[src/rtl/rtpc_pkg.sv]
package rtpc_pkg;

   // configuration register map
   localparam int CSR_ADDR_W  = 3;
   localparam int CSR_DATA_W  = 32;
   localparam logic [0:0] REG_LINK_KIND = 1'd0;

   localparam int SNAP_LIMIT_DEFAULT = 65535;
   localparam int QUEUE_DEPTH = 2;

   // link kinds
   localparam logic [2:0] LINK_ETHERNET = 3'd0;
   localparam logic [2:0] LINK_COOKED   = 3'd1;
   localparam logic [2:0] LINK_RAW_IP   = 3'd2;
   localparam logic [2:0] LINK_NULL     = 3'd3;

   // verdict codes
   localparam logic [3:0] VERDICT_ACCEPTED   = 4'd0;
   localparam logic [3:0] VERDICT_BAD_LINK   = 4'd1;
   localparam logic [3:0] VERDICT_SHORT_LINK = 4'd2;
   localparam logic [3:0] VERDICT_SHORT_IP   = 4'd3;
   localparam logic [3:0] VERDICT_SHORT_UDP  = 4'd4;
   localparam logic [3:0] VERDICT_NOT_UDP    = 4'd5;
   localparam logic [3:0] VERDICT_UDP_LEN    = 4'd6;
   localparam logic [3:0] VERDICT_SHORT_PAY  = 4'd7;
   localparam logic [3:0] VERDICT_NOT_RTP2   = 4'd8;

   localparam logic [7:0] PROTO_UDP     = 8'd17;
   localparam logic [7:0] RTP_VER_MASK  = 8'hC0;
   localparam logic [7:0] RTP_VER_TWO   = 8'h80;
   localparam logic [7:0] IHL_MASK      = 8'h0F;
   localparam logic [15:0] UDP_HDR_LEN  = 16'd8;
   localparam logic [15:0] RTP_HDR_LEN  = 16'd12;
   localparam logic [9:0] NSEC_PER_USEC = 10'd1000;

   // frame length kept for checks; every threshold is below this
   localparam logic [6:0] LEN_CLIP = 7'd127;

   typedef struct packed {
      logic [7:0]  data_byte;
      logic        last_byte;
      logic [31:0] stamp_sec;
      logic [19:0] stamp_usec;
   } req_type;

   typedef struct packed {
      logic [3:0]  verdict;
      logic        accepted;
      logic [6:0]  payload_start;
      logic [15:0] payload_length;
      logic [31:0] out_sec;
      logic [29:0] out_nsec;
   } rsp_type;

   typedef struct packed {
      logic       ok;
      logic [4:0] offset;
   } link_info_type;

   // one finished frame, waiting for its verdict
   typedef struct packed {
      link_info_type link;
      logic [6:0]    frame_len;
      logic [5:0]    ihl;
      logic [7:0]    protocol;
      logic [15:0]   udp_length;
      logic [7:0]    rtp_first;
      logic [31:0]   stamp_sec;
      logic [19:0]   stamp_usec;
   } rec_type;

   function automatic link_info_type link_decode(input logic [2:0] kind);
      link_info_type res;
      res.ok = 1'b1;
      unique case (kind)
         LINK_ETHERNET: res.offset = 5'd14;
         LINK_COOKED:   res.offset = 5'd16;
         LINK_RAW_IP:   res.offset = 5'd0;
         LINK_NULL:     res.offset = 5'd4;
         default: begin
            res.ok = 1'b0;
            res.offset = 5'd0;
         end
      endcase
      return res;
   endfunction

endpackage

[src/rtl/rtpc_front.sv]
module rtpc_front #(
   parameter int SNAP_LIMIT = rtpc_pkg::SNAP_LIMIT_DEFAULT
) (
   input  logic              clock,
   input  logic              reset,
   input  logic [2:0]        link_kind,
   input  logic              in_valid,
   output logic              in_ready,
   input  rtpc_pkg::req_type in_data,
   output logic              push_valid,
   input  logic              push_ready,
   output rtpc_pkg::rec_type push_data
);
   import rtpc_pkg::*;

   logic [15:0] count_ff, count_in;
   logic [5:0]  ihl_ff, ihl_in;
   logic [7:0]  proto_ff, proto_in;
   logic [15:0] udp_ff, udp_in;
   logic [7:0]  rtp_ff, rtp_in;

   link_info_type link;
   logic [15:0]   pos_o, pos_udp;
   logic [15:0]   len;
   logic          take;

   assign link     = link_decode(link_kind);
   assign in_ready = push_ready;
   assign take     = in_valid && in_ready;

   assign pos_o   = {11'd0, link.offset};
   assign pos_udp = pos_o + {10'd0, ihl_ff};

   assign len = (count_ff >= 16'(SNAP_LIMIT)) ? 16'(SNAP_LIMIT) : count_ff + 16'd1;

   always_comb begin
      ihl_in   = ihl_ff;
      proto_in = proto_ff;
      udp_in   = udp_ff;
      rtp_in   = rtp_ff;
      if (link.ok) begin
         if (count_ff == pos_o) begin
            ihl_in = {in_data.data_byte[3:0] & IHL_MASK[3:0], 2'b00};
         end
         if (count_ff == pos_o + 16'd9) begin
            proto_in = in_data.data_byte;
         end
         if (count_ff == pos_udp + 16'd4) begin
            udp_in[15:8] = in_data.data_byte;
         end
         if (count_ff == pos_udp + 16'd5) begin
            udp_in[7:0] = in_data.data_byte;
         end
         if (count_ff == pos_udp + 16'd8) begin
            rtp_in = in_data.data_byte;
         end
      end
      count_in = len;
   end

   always_comb begin
      push_valid           = take && in_data.last_byte;
      push_data.link       = link;
      push_data.frame_len  = (len > {9'd0, LEN_CLIP}) ? LEN_CLIP : len[6:0];
      push_data.ihl        = ihl_in;
      push_data.protocol   = proto_in;
      push_data.udp_length = udp_in;
      push_data.rtp_first  = rtp_in;
      push_data.stamp_sec  = in_data.stamp_sec;
      push_data.stamp_usec = in_data.stamp_usec;
   end

   always_ff @(posedge clock) begin
      if (reset || (take && in_data.last_byte)) begin
         count_ff <= '0;
         ihl_ff   <= '0;
         proto_ff <= '0;
         udp_ff   <= '0;
         rtp_ff   <= '0;
      end else if (take) begin
         count_ff <= count_in;
         ihl_ff   <= ihl_in;
         proto_ff <= proto_in;
         udp_ff   <= udp_in;
         rtp_ff   <= rtp_in;
      end
   end

endmodule

[src/rtl/rtpc_queue.sv]
module rtpc_queue (
   input  logic              clock,
   input  logic              reset,
   input  logic              push_valid,
   output logic              push_ready,
   input  rtpc_pkg::rec_type push_data,
   output logic              pop_valid,
   input  logic              pop_ready,
   output rtpc_pkg::rec_type pop_data
);
   import rtpc_pkg::*;

   localparam int PTR_W = (QUEUE_DEPTH > 1) ? $clog2(QUEUE_DEPTH) : 1;
   localparam int CNT_W = $clog2(QUEUE_DEPTH + 1);

   rec_type            slot_ff [QUEUE_DEPTH];
   logic [PTR_W-1:0]   wr_ptr_ff, rd_ptr_ff;
   logic [CNT_W-1:0]   fill_ff, fill_in;
   logic               do_push, do_pop;

   assign push_ready = (fill_ff != CNT_W'(QUEUE_DEPTH));
   assign pop_valid  = (fill_ff != '0);
   assign pop_data   = slot_ff[rd_ptr_ff];
   assign do_push    = push_valid && push_ready;
   assign do_pop     = pop_valid && pop_ready;

   always_comb begin
      fill_in = fill_ff;
      if (do_push && !do_pop) begin
         fill_in = fill_ff + CNT_W'(1);
      end else if (do_pop && !do_push) begin
         fill_in = fill_ff - CNT_W'(1);
      end
   end

   function automatic logic [PTR_W-1:0] bump(input logic [PTR_W-1:0] p);
      return (p == PTR_W'(QUEUE_DEPTH - 1)) ? '0 : p + PTR_W'(1);
   endfunction

   always_ff @(posedge clock) begin
      if (reset) begin
         wr_ptr_ff <= '0;
         rd_ptr_ff <= '0;
         fill_ff   <= '0;
      end else begin
         fill_ff <= fill_in;
         if (do_push) begin
            wr_ptr_ff <= bump(wr_ptr_ff);
         end
         if (do_pop) begin
            rd_ptr_ff <= bump(rd_ptr_ff);
         end
      end
   end

   always_ff @(posedge clock) begin
      if (do_push) begin
         slot_ff[wr_ptr_ff] <= push_data;
      end
   end

endmodule

[src/rtl/rtpc_back.sv]
module rtpc_back (
   input  logic              clock,
   input  logic              reset,
   input  logic              pop_valid,
   output logic              pop_ready,
   input  rtpc_pkg::rec_type pop_data,
   output logic              out_valid,
   input  logic              out_ready,
   output rtpc_pkg::rsp_type out_data
);
   import rtpc_pkg::*;

   logic    valid_ff;
   rsp_type rsp_ff, rsp_in;

   logic [6:0]  o, o_ip, o_pay, o_rtp, o_proto;
   logic [15:0] plen;
   logic [3:0]  verdict;
   logic        keep_pay;

   assign o       = {2'b00, pop_data.link.offset};
   assign o_ip    = o + 7'd2;
   assign o_proto = o + 7'd10;
   assign o_pay   = o + {1'b0, pop_data.ihl} + 7'd8;
   assign o_rtp   = o_pay + 7'd1;
   assign plen    = pop_data.udp_length - UDP_HDR_LEN;

   always_comb begin
      keep_pay = 1'b0;
      priority if (!pop_data.link.ok) begin
         verdict = VERDICT_BAD_LINK;
      end else if (pop_data.frame_len < o) begin
         verdict = VERDICT_SHORT_LINK;
      end else if (pop_data.frame_len < o_ip) begin
         verdict = VERDICT_SHORT_IP;
      end else if (pop_data.frame_len < o_pay) begin
         verdict = VERDICT_SHORT_UDP;
      end else if (pop_data.frame_len < o_proto) begin
         // header length nibble of zero: protocol byte never arrived
         verdict = VERDICT_SHORT_IP;
      end else if (pop_data.protocol != PROTO_UDP) begin
         verdict = VERDICT_NOT_UDP;
      end else if (pop_data.udp_length < UDP_HDR_LEN) begin
         verdict = VERDICT_UDP_LEN;
      end else if (plen < RTP_HDR_LEN) begin
         verdict  = VERDICT_SHORT_PAY;
         keep_pay = 1'b1;
      end else if (pop_data.frame_len < o_rtp) begin
         verdict = VERDICT_SHORT_UDP;
      end else if ((pop_data.rtp_first & RTP_VER_MASK) != RTP_VER_TWO) begin
         verdict  = VERDICT_NOT_RTP2;
         keep_pay = 1'b1;
      end else begin
         verdict  = VERDICT_ACCEPTED;
         keep_pay = 1'b1;
      end
   end

   always_comb begin
      rsp_in.verdict        = verdict;
      rsp_in.accepted       = (verdict == VERDICT_ACCEPTED);
      rsp_in.payload_start  = keep_pay ? o_pay : 7'd0;
      rsp_in.payload_length = keep_pay ? plen : 16'd0;
      rsp_in.out_sec        = pop_data.stamp_sec;
      rsp_in.out_nsec       = 30'(pop_data.stamp_usec * NSEC_PER_USEC);
   end

   assign pop_ready = !valid_ff || out_ready;
   assign out_valid = valid_ff;
   assign out_data  = rsp_ff;

   always_ff @(posedge clock) begin
      if (reset) begin
         valid_ff <= 1'b0;
      end else if (pop_ready) begin
         valid_ff <= pop_valid;
      end
   end

   always_ff @(posedge clock) begin
      if (pop_ready && pop_valid) begin
         rsp_ff <= rsp_in;
      end
   end

endmodule

[src/rtl/rtp_over_udp_packet_classifier.sv]
// Path: after its last byte is taken, a frame's record is written into the
//   frame queue; its verdict is then held in the verdict/output register.
// Throughput: one byte per cycle while the 2-entry frame queue has room; it
//   lets the byte side keep streaming while a verdict waits on rsp_ready.
// Reset (synchronous, active high): link_kind returns to ethernet, the byte
//   counter and captured header fields clear, queue and output empty.
module rtp_over_udp_packet_classifier #(
   parameter int SNAP_LIMIT = rtpc_pkg::SNAP_LIMIT_DEFAULT
) (
   input  logic                            clock,
   input  logic                            reset,

   // request channel: one frame byte per request
   input  logic                            req_valid,
   output logic                            req_ready,
   input  rtpc_pkg::req_type               req_data,

   // response channel: one verdict per frame
   output logic                            rsp_valid,
   input  logic                            rsp_ready,
   output rtpc_pkg::rsp_type               rsp_data,

   // register port
   input  logic                            csr_psel,
   input  logic                            csr_penable,
   input  logic                            csr_pwrite,
   input  logic [rtpc_pkg::CSR_ADDR_W-1:0] csr_paddr,
   input  logic [rtpc_pkg::CSR_DATA_W-1:0] csr_pwdata,
   output logic [rtpc_pkg::CSR_DATA_W-1:0] csr_prdata,
   output logic                            csr_pready
);
   import rtpc_pkg::*;

   logic [2:0] link_kind_ff;
   logic       csr_hit;

   logic    push_valid, push_ready;
   rec_type push_data;
   logic    pop_valid, pop_ready;
   rec_type pop_data;

   // --- register file: a single word, link_kind at byte address 0 ---
   assign csr_pready = 1'b1;
   assign csr_hit    = (csr_paddr[CSR_ADDR_W-1:2] == REG_LINK_KIND);

   always_ff @(posedge clock) begin
      if (reset) begin
         link_kind_ff <= LINK_ETHERNET;
      end else if (csr_psel && csr_penable && csr_pwrite && csr_pready && csr_hit) begin
         link_kind_ff <= csr_pwdata[2:0];
      end
   end

   assign csr_prdata = csr_hit ? {29'd0, link_kind_ff} : '0;

   // --- front: counts bytes, grabs IHL, protocol, UDP length, first RTP byte ---
   rtpc_front #(
      .SNAP_LIMIT (SNAP_LIMIT)
   ) u_front (
      .clock      (clock),
      .reset      (reset),
      .link_kind  (link_kind_ff),
      .in_valid   (req_valid),
      .in_ready   (req_ready),
      .in_data    (req_data),
      .push_valid (push_valid),
      .push_ready (push_ready),
      .push_data  (push_data)
   );

   // --- queue of finished frames between the two halves ---
   rtpc_queue u_queue (
      .clock      (clock),
      .reset      (reset),
      .push_valid (push_valid),
      .push_ready (push_ready),
      .push_data  (push_data),
      .pop_valid  (pop_valid),
      .pop_ready  (pop_ready),
      .pop_data   (pop_data)
   );

   // --- back: ordered checks, payload fields, usec to nsec, output register ---
   rtpc_back u_back (
      .clock     (clock),
      .reset     (reset),
      .pop_valid (pop_valid),
      .pop_ready (pop_ready),
      .pop_data  (pop_data),
      .out_valid (rsp_valid),
      .out_ready (rsp_ready),
      .out_data  (rsp_data)
   );

endmodule
[config.mk]
export PLATFORM = sky130hd
export DESIGN_NAME = rtp_over_udp_packet_classifier
export DESIGN_NICKNAME = d
export VERILOG_FILES = /design/src/rtl/rtpc_pkg.sv /design/src/rtl/rtpc_front.sv /design/src/rtl/rtpc_queue.sv /design/src/rtl/rtpc_back.sv /design/src/rtl/rtp_over_udp_packet_classifier.sv
export SDC_FILE = /design/constraint.sdc
export NUM_CORES = 1
export LEC_CHECK = 0
export BUFFER_PORTS_ARGS = -buffer_cell sky130_fd_sc_hd__buf_2
export CORE_MARGIN = 5
export CORE_UTILIZATION = 55
export DETAILED_ROUTE_END_ITERATION = 10
export GPL_ROUTABILITY_DRIVEN = 0
export HOLD_SLACK_MARGIN = 0.05
export PLACE_DENSITY = 0.76
export SYNTH_ARGS = -nofsm -noshare
export SYNTH_HDL_FRONTEND = slang
export SYNTH_SLANG_ARGS = --single-unit
[constraint.sdc]
create_clock -name clock -period 18.8 [get_ports clock]
set_clock_uncertainty 0.15 [all_clocks]
set_input_delay 2.82 -clock clock [delete_from_list [all_inputs] [get_ports clock]]
set_output_delay 2.82 -clock clock [all_outputs]
set_load 0.01 [all_outputs]
### Yosys cells after proc, flatten, opt, wreduce, memory -nomap -nowiden

Memory sizes are Yosys's and may differ from the RTL's. A register that Yosys moved wholly into a read port is not among the register bits.
Cells that the tools add are included.

| storage, ports and cells | value |
|---|---|
| word-level logic and storage cells | 115 |
| output and inout port bits | 125 |
| register bits after elaboration | 149 |
| input port bits | 103 |
| RAM bits | 206 |
| memories | 1 |

| operators by class | value |
|---|---|
| mux-type cells | 41 |
| multipliers | 1 |
| reduce and logical (&&, ||, !) cells | 19 |
| add/sub/neg operators | 16 |
| $lt $le $gt $ge | 9 |
| bitwise gates (word level) | 1 |
| equality and inequality tests | 11 |

Memories:

| name | words | bits a word | rd ports | clocked after memory_dff | wr ports | RTL line | source |
|---|---|---|---|---|---|---|---|
| u_queue.slot_ff | 2 | 103 | 1 | 1 | 1 | rtpc_queue.sv:16 | `rec_type slot_ff [QUEUE_DEPTH];` |

Operator list:

| cell | count |
|---|---|
| $eq A16 B16 Y1 | 4 |
| $mux W8 | 6 |
| $mux W4 | 10 |
| $add A16 B3 Y16 const B | 2 |
| $lt A16 B4 Y1 const B | 2 |
| $mux W16 | 2 |
| $lt A7 B7 Y1 | 4 |
| $mul A20 B7 Y27 const B | 1 |
| $add A16 B1 Y16 const B | 1 |
| $add A16 B4 Y16 const B | 1 |
| $eq A16 B5 Y1 | 1 |
| $ge A16 B16 Y1 const B | 1 |
| $gt A16 B7 Y1 const B | 1 |
| $mux W1 | 16 |
| $sub A16 B4 Y16 const B | 1 |
| $pmux W5 S3 | 1 |
| $add A5 B6 Y7 | 2 |
| $add A5 B4 Y6 const B | 2 |
| $mux W6 | 2 |
| $logic_and A1 B1 Y1 | 9 |
| $ne A8 B5 Y1 const B | 1 |
| $add A7 B1 Y7 const B | 1 |
| $add A7 B4 Y7 const B | 1 |
| $lt A7 B5 Y1 | 1 |
| other kinds (17) | 25 |

### Logic depth before layout (Yosys ltp)

| logic depth | value |
|---|---|
| depth after elaboration | 14 |
| depth in mapped cells | 25 |
| mapped depth without buffers | 19 |

### Hierarchy

Synthesis repeated with hierarchy kept, for this count alone.

| unflattened totals | value |
|---|---|
| cells, all modules | 1491 |
| area, all modules | 19572.5 um2 |

Modules (own cells, without submodules):

| module | seq. area each (um2) | times used | area an instance (um2) | cells each |
|---|---|---|---|---|
| rtpc_queue | 6286.0 | 1 | 7669.9 | 344 |
| rtpc_back | 2632.5 | 1 | 7342.0 | 605 |
| rtpc_front | 1081.0 | 1 | 4152.7 | 493 |
| rtp_over_udp_packet_classifier | 60.1 | 1 | 407.9 | 49 |

### Least setup slack after synthesis

Ideal clock, no wire load.

| path | value |
|---|---|
| path kind | input to register |
| start | input req_valid |
| end | memory u_queue.slot_ff[0][0] in the netlist's numbering, enable pin |
| setup slack | 10849 ps |
| stages on the path | 4 |
| buffers on the path | 1 |
| required time | 18100 ps |
| setup time | 550 ps |
| arrival time | 7252 ps |
| cell sequence | and2_1 > clkbuf_1 > nand2_1 > nor2_1 |

| between the ends | value |
|---|---|
| cells in the longest elaborated chain, start to end | 5 |

RTL lines:

| item | RTL line | source |
|---|---|---|
| start: declaration | rtp_over_udp_packet_classifier.sv:14 | `input logic req_valid,` |
| $logic_and A1 B1 Y1 | rtpc_front.sv:29 | `assign take = in_valid && in_ready;` |
| $logic_and A1 B1 Y1 | rtpc_front.sv:62 | `push_valid = take && in_data.last_byte;` |
| $logic_and A1 B1 Y1 | rtpc_queue.sv:24 | `assign do_push = push_valid && push_ready;` |
| $mux W1 | rtpc_queue.sv:57 | `if (do_push) begin` |
| $mux W1 (not written as such) | rtpc_queue.sv:58 | `slot_ff[wr_ptr_ff] <= push_data;` |
| end: declaration | rtpc_queue.sv:16 |  |

No other way between the ends.

==> results.tsv <==
metric	value	unit
grt_pass1_wl	55500	microns
crit_path_end_kind	flop	
cts_hold_buf	0	
root_buffer	clkbuf_16	
path_clk_slew	60	ps
postCtsSetupBuffers	0	
place.port_buffers	163	
yosysSeqAreaShare	52.6	%
core_area	32400	sq um
path_class	flop to flop	
synth_area	18000	sq um
grt_overflow	0	
synth_area_leaders	edfxtp_1 46%, fa_1 8.0%, ha_1 7.6%	
wl_per_cell	17.4	microns
period_share	36.6	%
grt_pass1_vias	11000	
vias	10800	
ys_seq_elements	334	
async_flop_share	0	%
drv_slew	0	
yosys-top-cells-count	277 x edfxtp_1, 109 x ha_1, 101 x nor2_1	
grt_antenna_before_repair	2	
die_w	191	microns
synth_cell_types	83	
slew_headroom	25.5	%
critical_path_arrival	6980	ps
startpoint_type	flop	
clk_path_buf_depth	3	
crit_fanout	50	
clk_latency	520	ps
cts.sinks	334	
cts_resized	0	
track_usage	18.9	%
viasPerCell	5.42	
wl	34800	microns
avgSynthCellArea	13.3	sq um
postSynthCellCount	1357	
htreeDepth	2	
initial_core_util	55.5	%
ys_warn_count	0	
cts_tree	built	
cts_buffers	36	
synth.most_common_cell	edfxtp_1	
dpl.hpwl	25500	microns
final_hold_viol_count	0	
status	finished clean	
final_nets	1810	
maxCapViolations	0	
ios	228	
worst_pin_slew	1120	ps
drive_above_1_share	21.9	%
chipHeight	191	microns
netlist.area_leader.share	46.3	%
synth_edf_count	277	
drt-pass1-iter-count	6	
max_freq	0.145	GHz
final_antenna_net_count	0	
syn_to_final_growth	13.0	%
drt-initial-drc-count	481	
setup_viol	0	
dieArea	36400	sq um
nFillCells	2488	
yosysTopAreaCell	edfxtp_1	
fin_crit	6870	ps
worst_ep_required_time	18900	ps
tns	0	ps
rsz0062_at_grt	false	
synthFlopType	edfxtp_1	
rows	66	
grt_max_degree	86	
drc_errors	0	
min_path_type	flop to flop	
[cell families after synthesis]
kind of cell             synth area share (%)
other                                  0.0418
AO/OA/AOI/OAI                            6.42
multiplexers                             8.48
XOR/XNOR                                 3.78
adder cells (fa/ha/maj)                  15.6
flip-flops                               52.6
buffers and inverters                    4.22
AND/OR/NAND/NOR                          8.84
[flip-flops by register name, indices dropped and copies added, names as in the netlist, named ones only]
name / flops
u_queue.slot_ff: 190
u_back.out_data: 87
u_front.count_ff: 16
u_front.udp_ff: 16
u_front.proto_ff: 8
u_front.ihl_ff: 6
link_kind_ff: 3
u_front.rtp_ff: 2
u_queue.fill_ff: 2
u_back.out_valid: 1
u_queue.rd_ptr_ff: 1
u_queue.wr_ptr_ff: 1
[layout by cell type, fill, tap and decap left out, types with 11 or more instances in the layout]
master and count:
a211oi_1 12, a21o_1 13, a21oi_1 43, and3_1 15
buf_2 163, clkbuf_16 37, conb_1 33, dfxtp_1 56
edfxtp_1 277, fa_1 72, ha_1 109, inv_1 85
mux2_2 78, mux2i_1 54, nand2_1 57, nand3_1 19
nor2_1 99, nor2b_1 11, nor3_1 27, o21ai_0 30
xnor2_1 41, xor2_1 32
[metrics by stage]
step | setup WS, ps | std cells | hold slack, ps | area [sq um] | utilization (%)
CTS | 11920 | 1995 | 310 | 20300 | 62.7
finish | 11930 | 1996 | 309 | 20300 | 62.8
floorplan | 10850 | 1388 | 282 | 18100 | -
global route | 11460 | 1996 | 345 | 20300 | 62.8
detailed placement | 11930 | 1930 | 302 | 19100 | 59.0
global placement | 12130 | 1930 | 288 | 19100 | 59.0
[final timing paths]
kind / start / end / slack, ps / depth (start not counted)
setup / recovery: flop / u_back.out_data[29] / 11930 / 19
hold / removal: u_front.udp_ff[12] / u_front.udp_ff[12] / 310 / 2
setup reg to reg: flop / u_back.out_data[29] / 11930 / 19
hold reg to reg: u_front.udp_ff[12] / u_front.udp_ff[12] / 310 / 2
[worst max-delay path, stage by stage, from the launching register on]
cell       delay, ps
dfxtp_4          460
buf_4            660
mux2i_1          550
inv_1            240
fa_1             530
inv_1             60
fa_1             510
inv_1             60
fa_1             490
inv_1             50
fa_1             490
inv_1             40
ha_1             360
nand2_1           70
a2111oi_0        720
nor2_1           170
o21ai_0          410
a2111oi_0        250
o21ai_0          200
nand3b_1          90
[final cells by class]
type	count	area (sq um)	share of cell area [%]
Sequential cell	334	9460	46.6
Multi-Input combinational cell	897	7890	38.9
Clock buffer	42	955	4.70
Timing Repair Buffer	170	868	4.27
Tap cell	442	553	2.72
Inverter	87	329	1.62
Clock inverter	23	249	1.23
Antenna cell	1	2.50	0.0123
[metal layers]
layer / global-route usage (%) / part of all wire, % / up-vias
li1: - / - / 5217
met5: 0 / 0.032 / -
met3: 3.39 / 5.3 / 60
met1: 24.6 / 42 / 5279
met2: 32.8 / 51 / 256
met4: 5.41 / 2.6 / 2
Power is left out: the tool's default activity adds up to more than one toggle a clock period on the data nets, which glitch-free logic cannot reach.
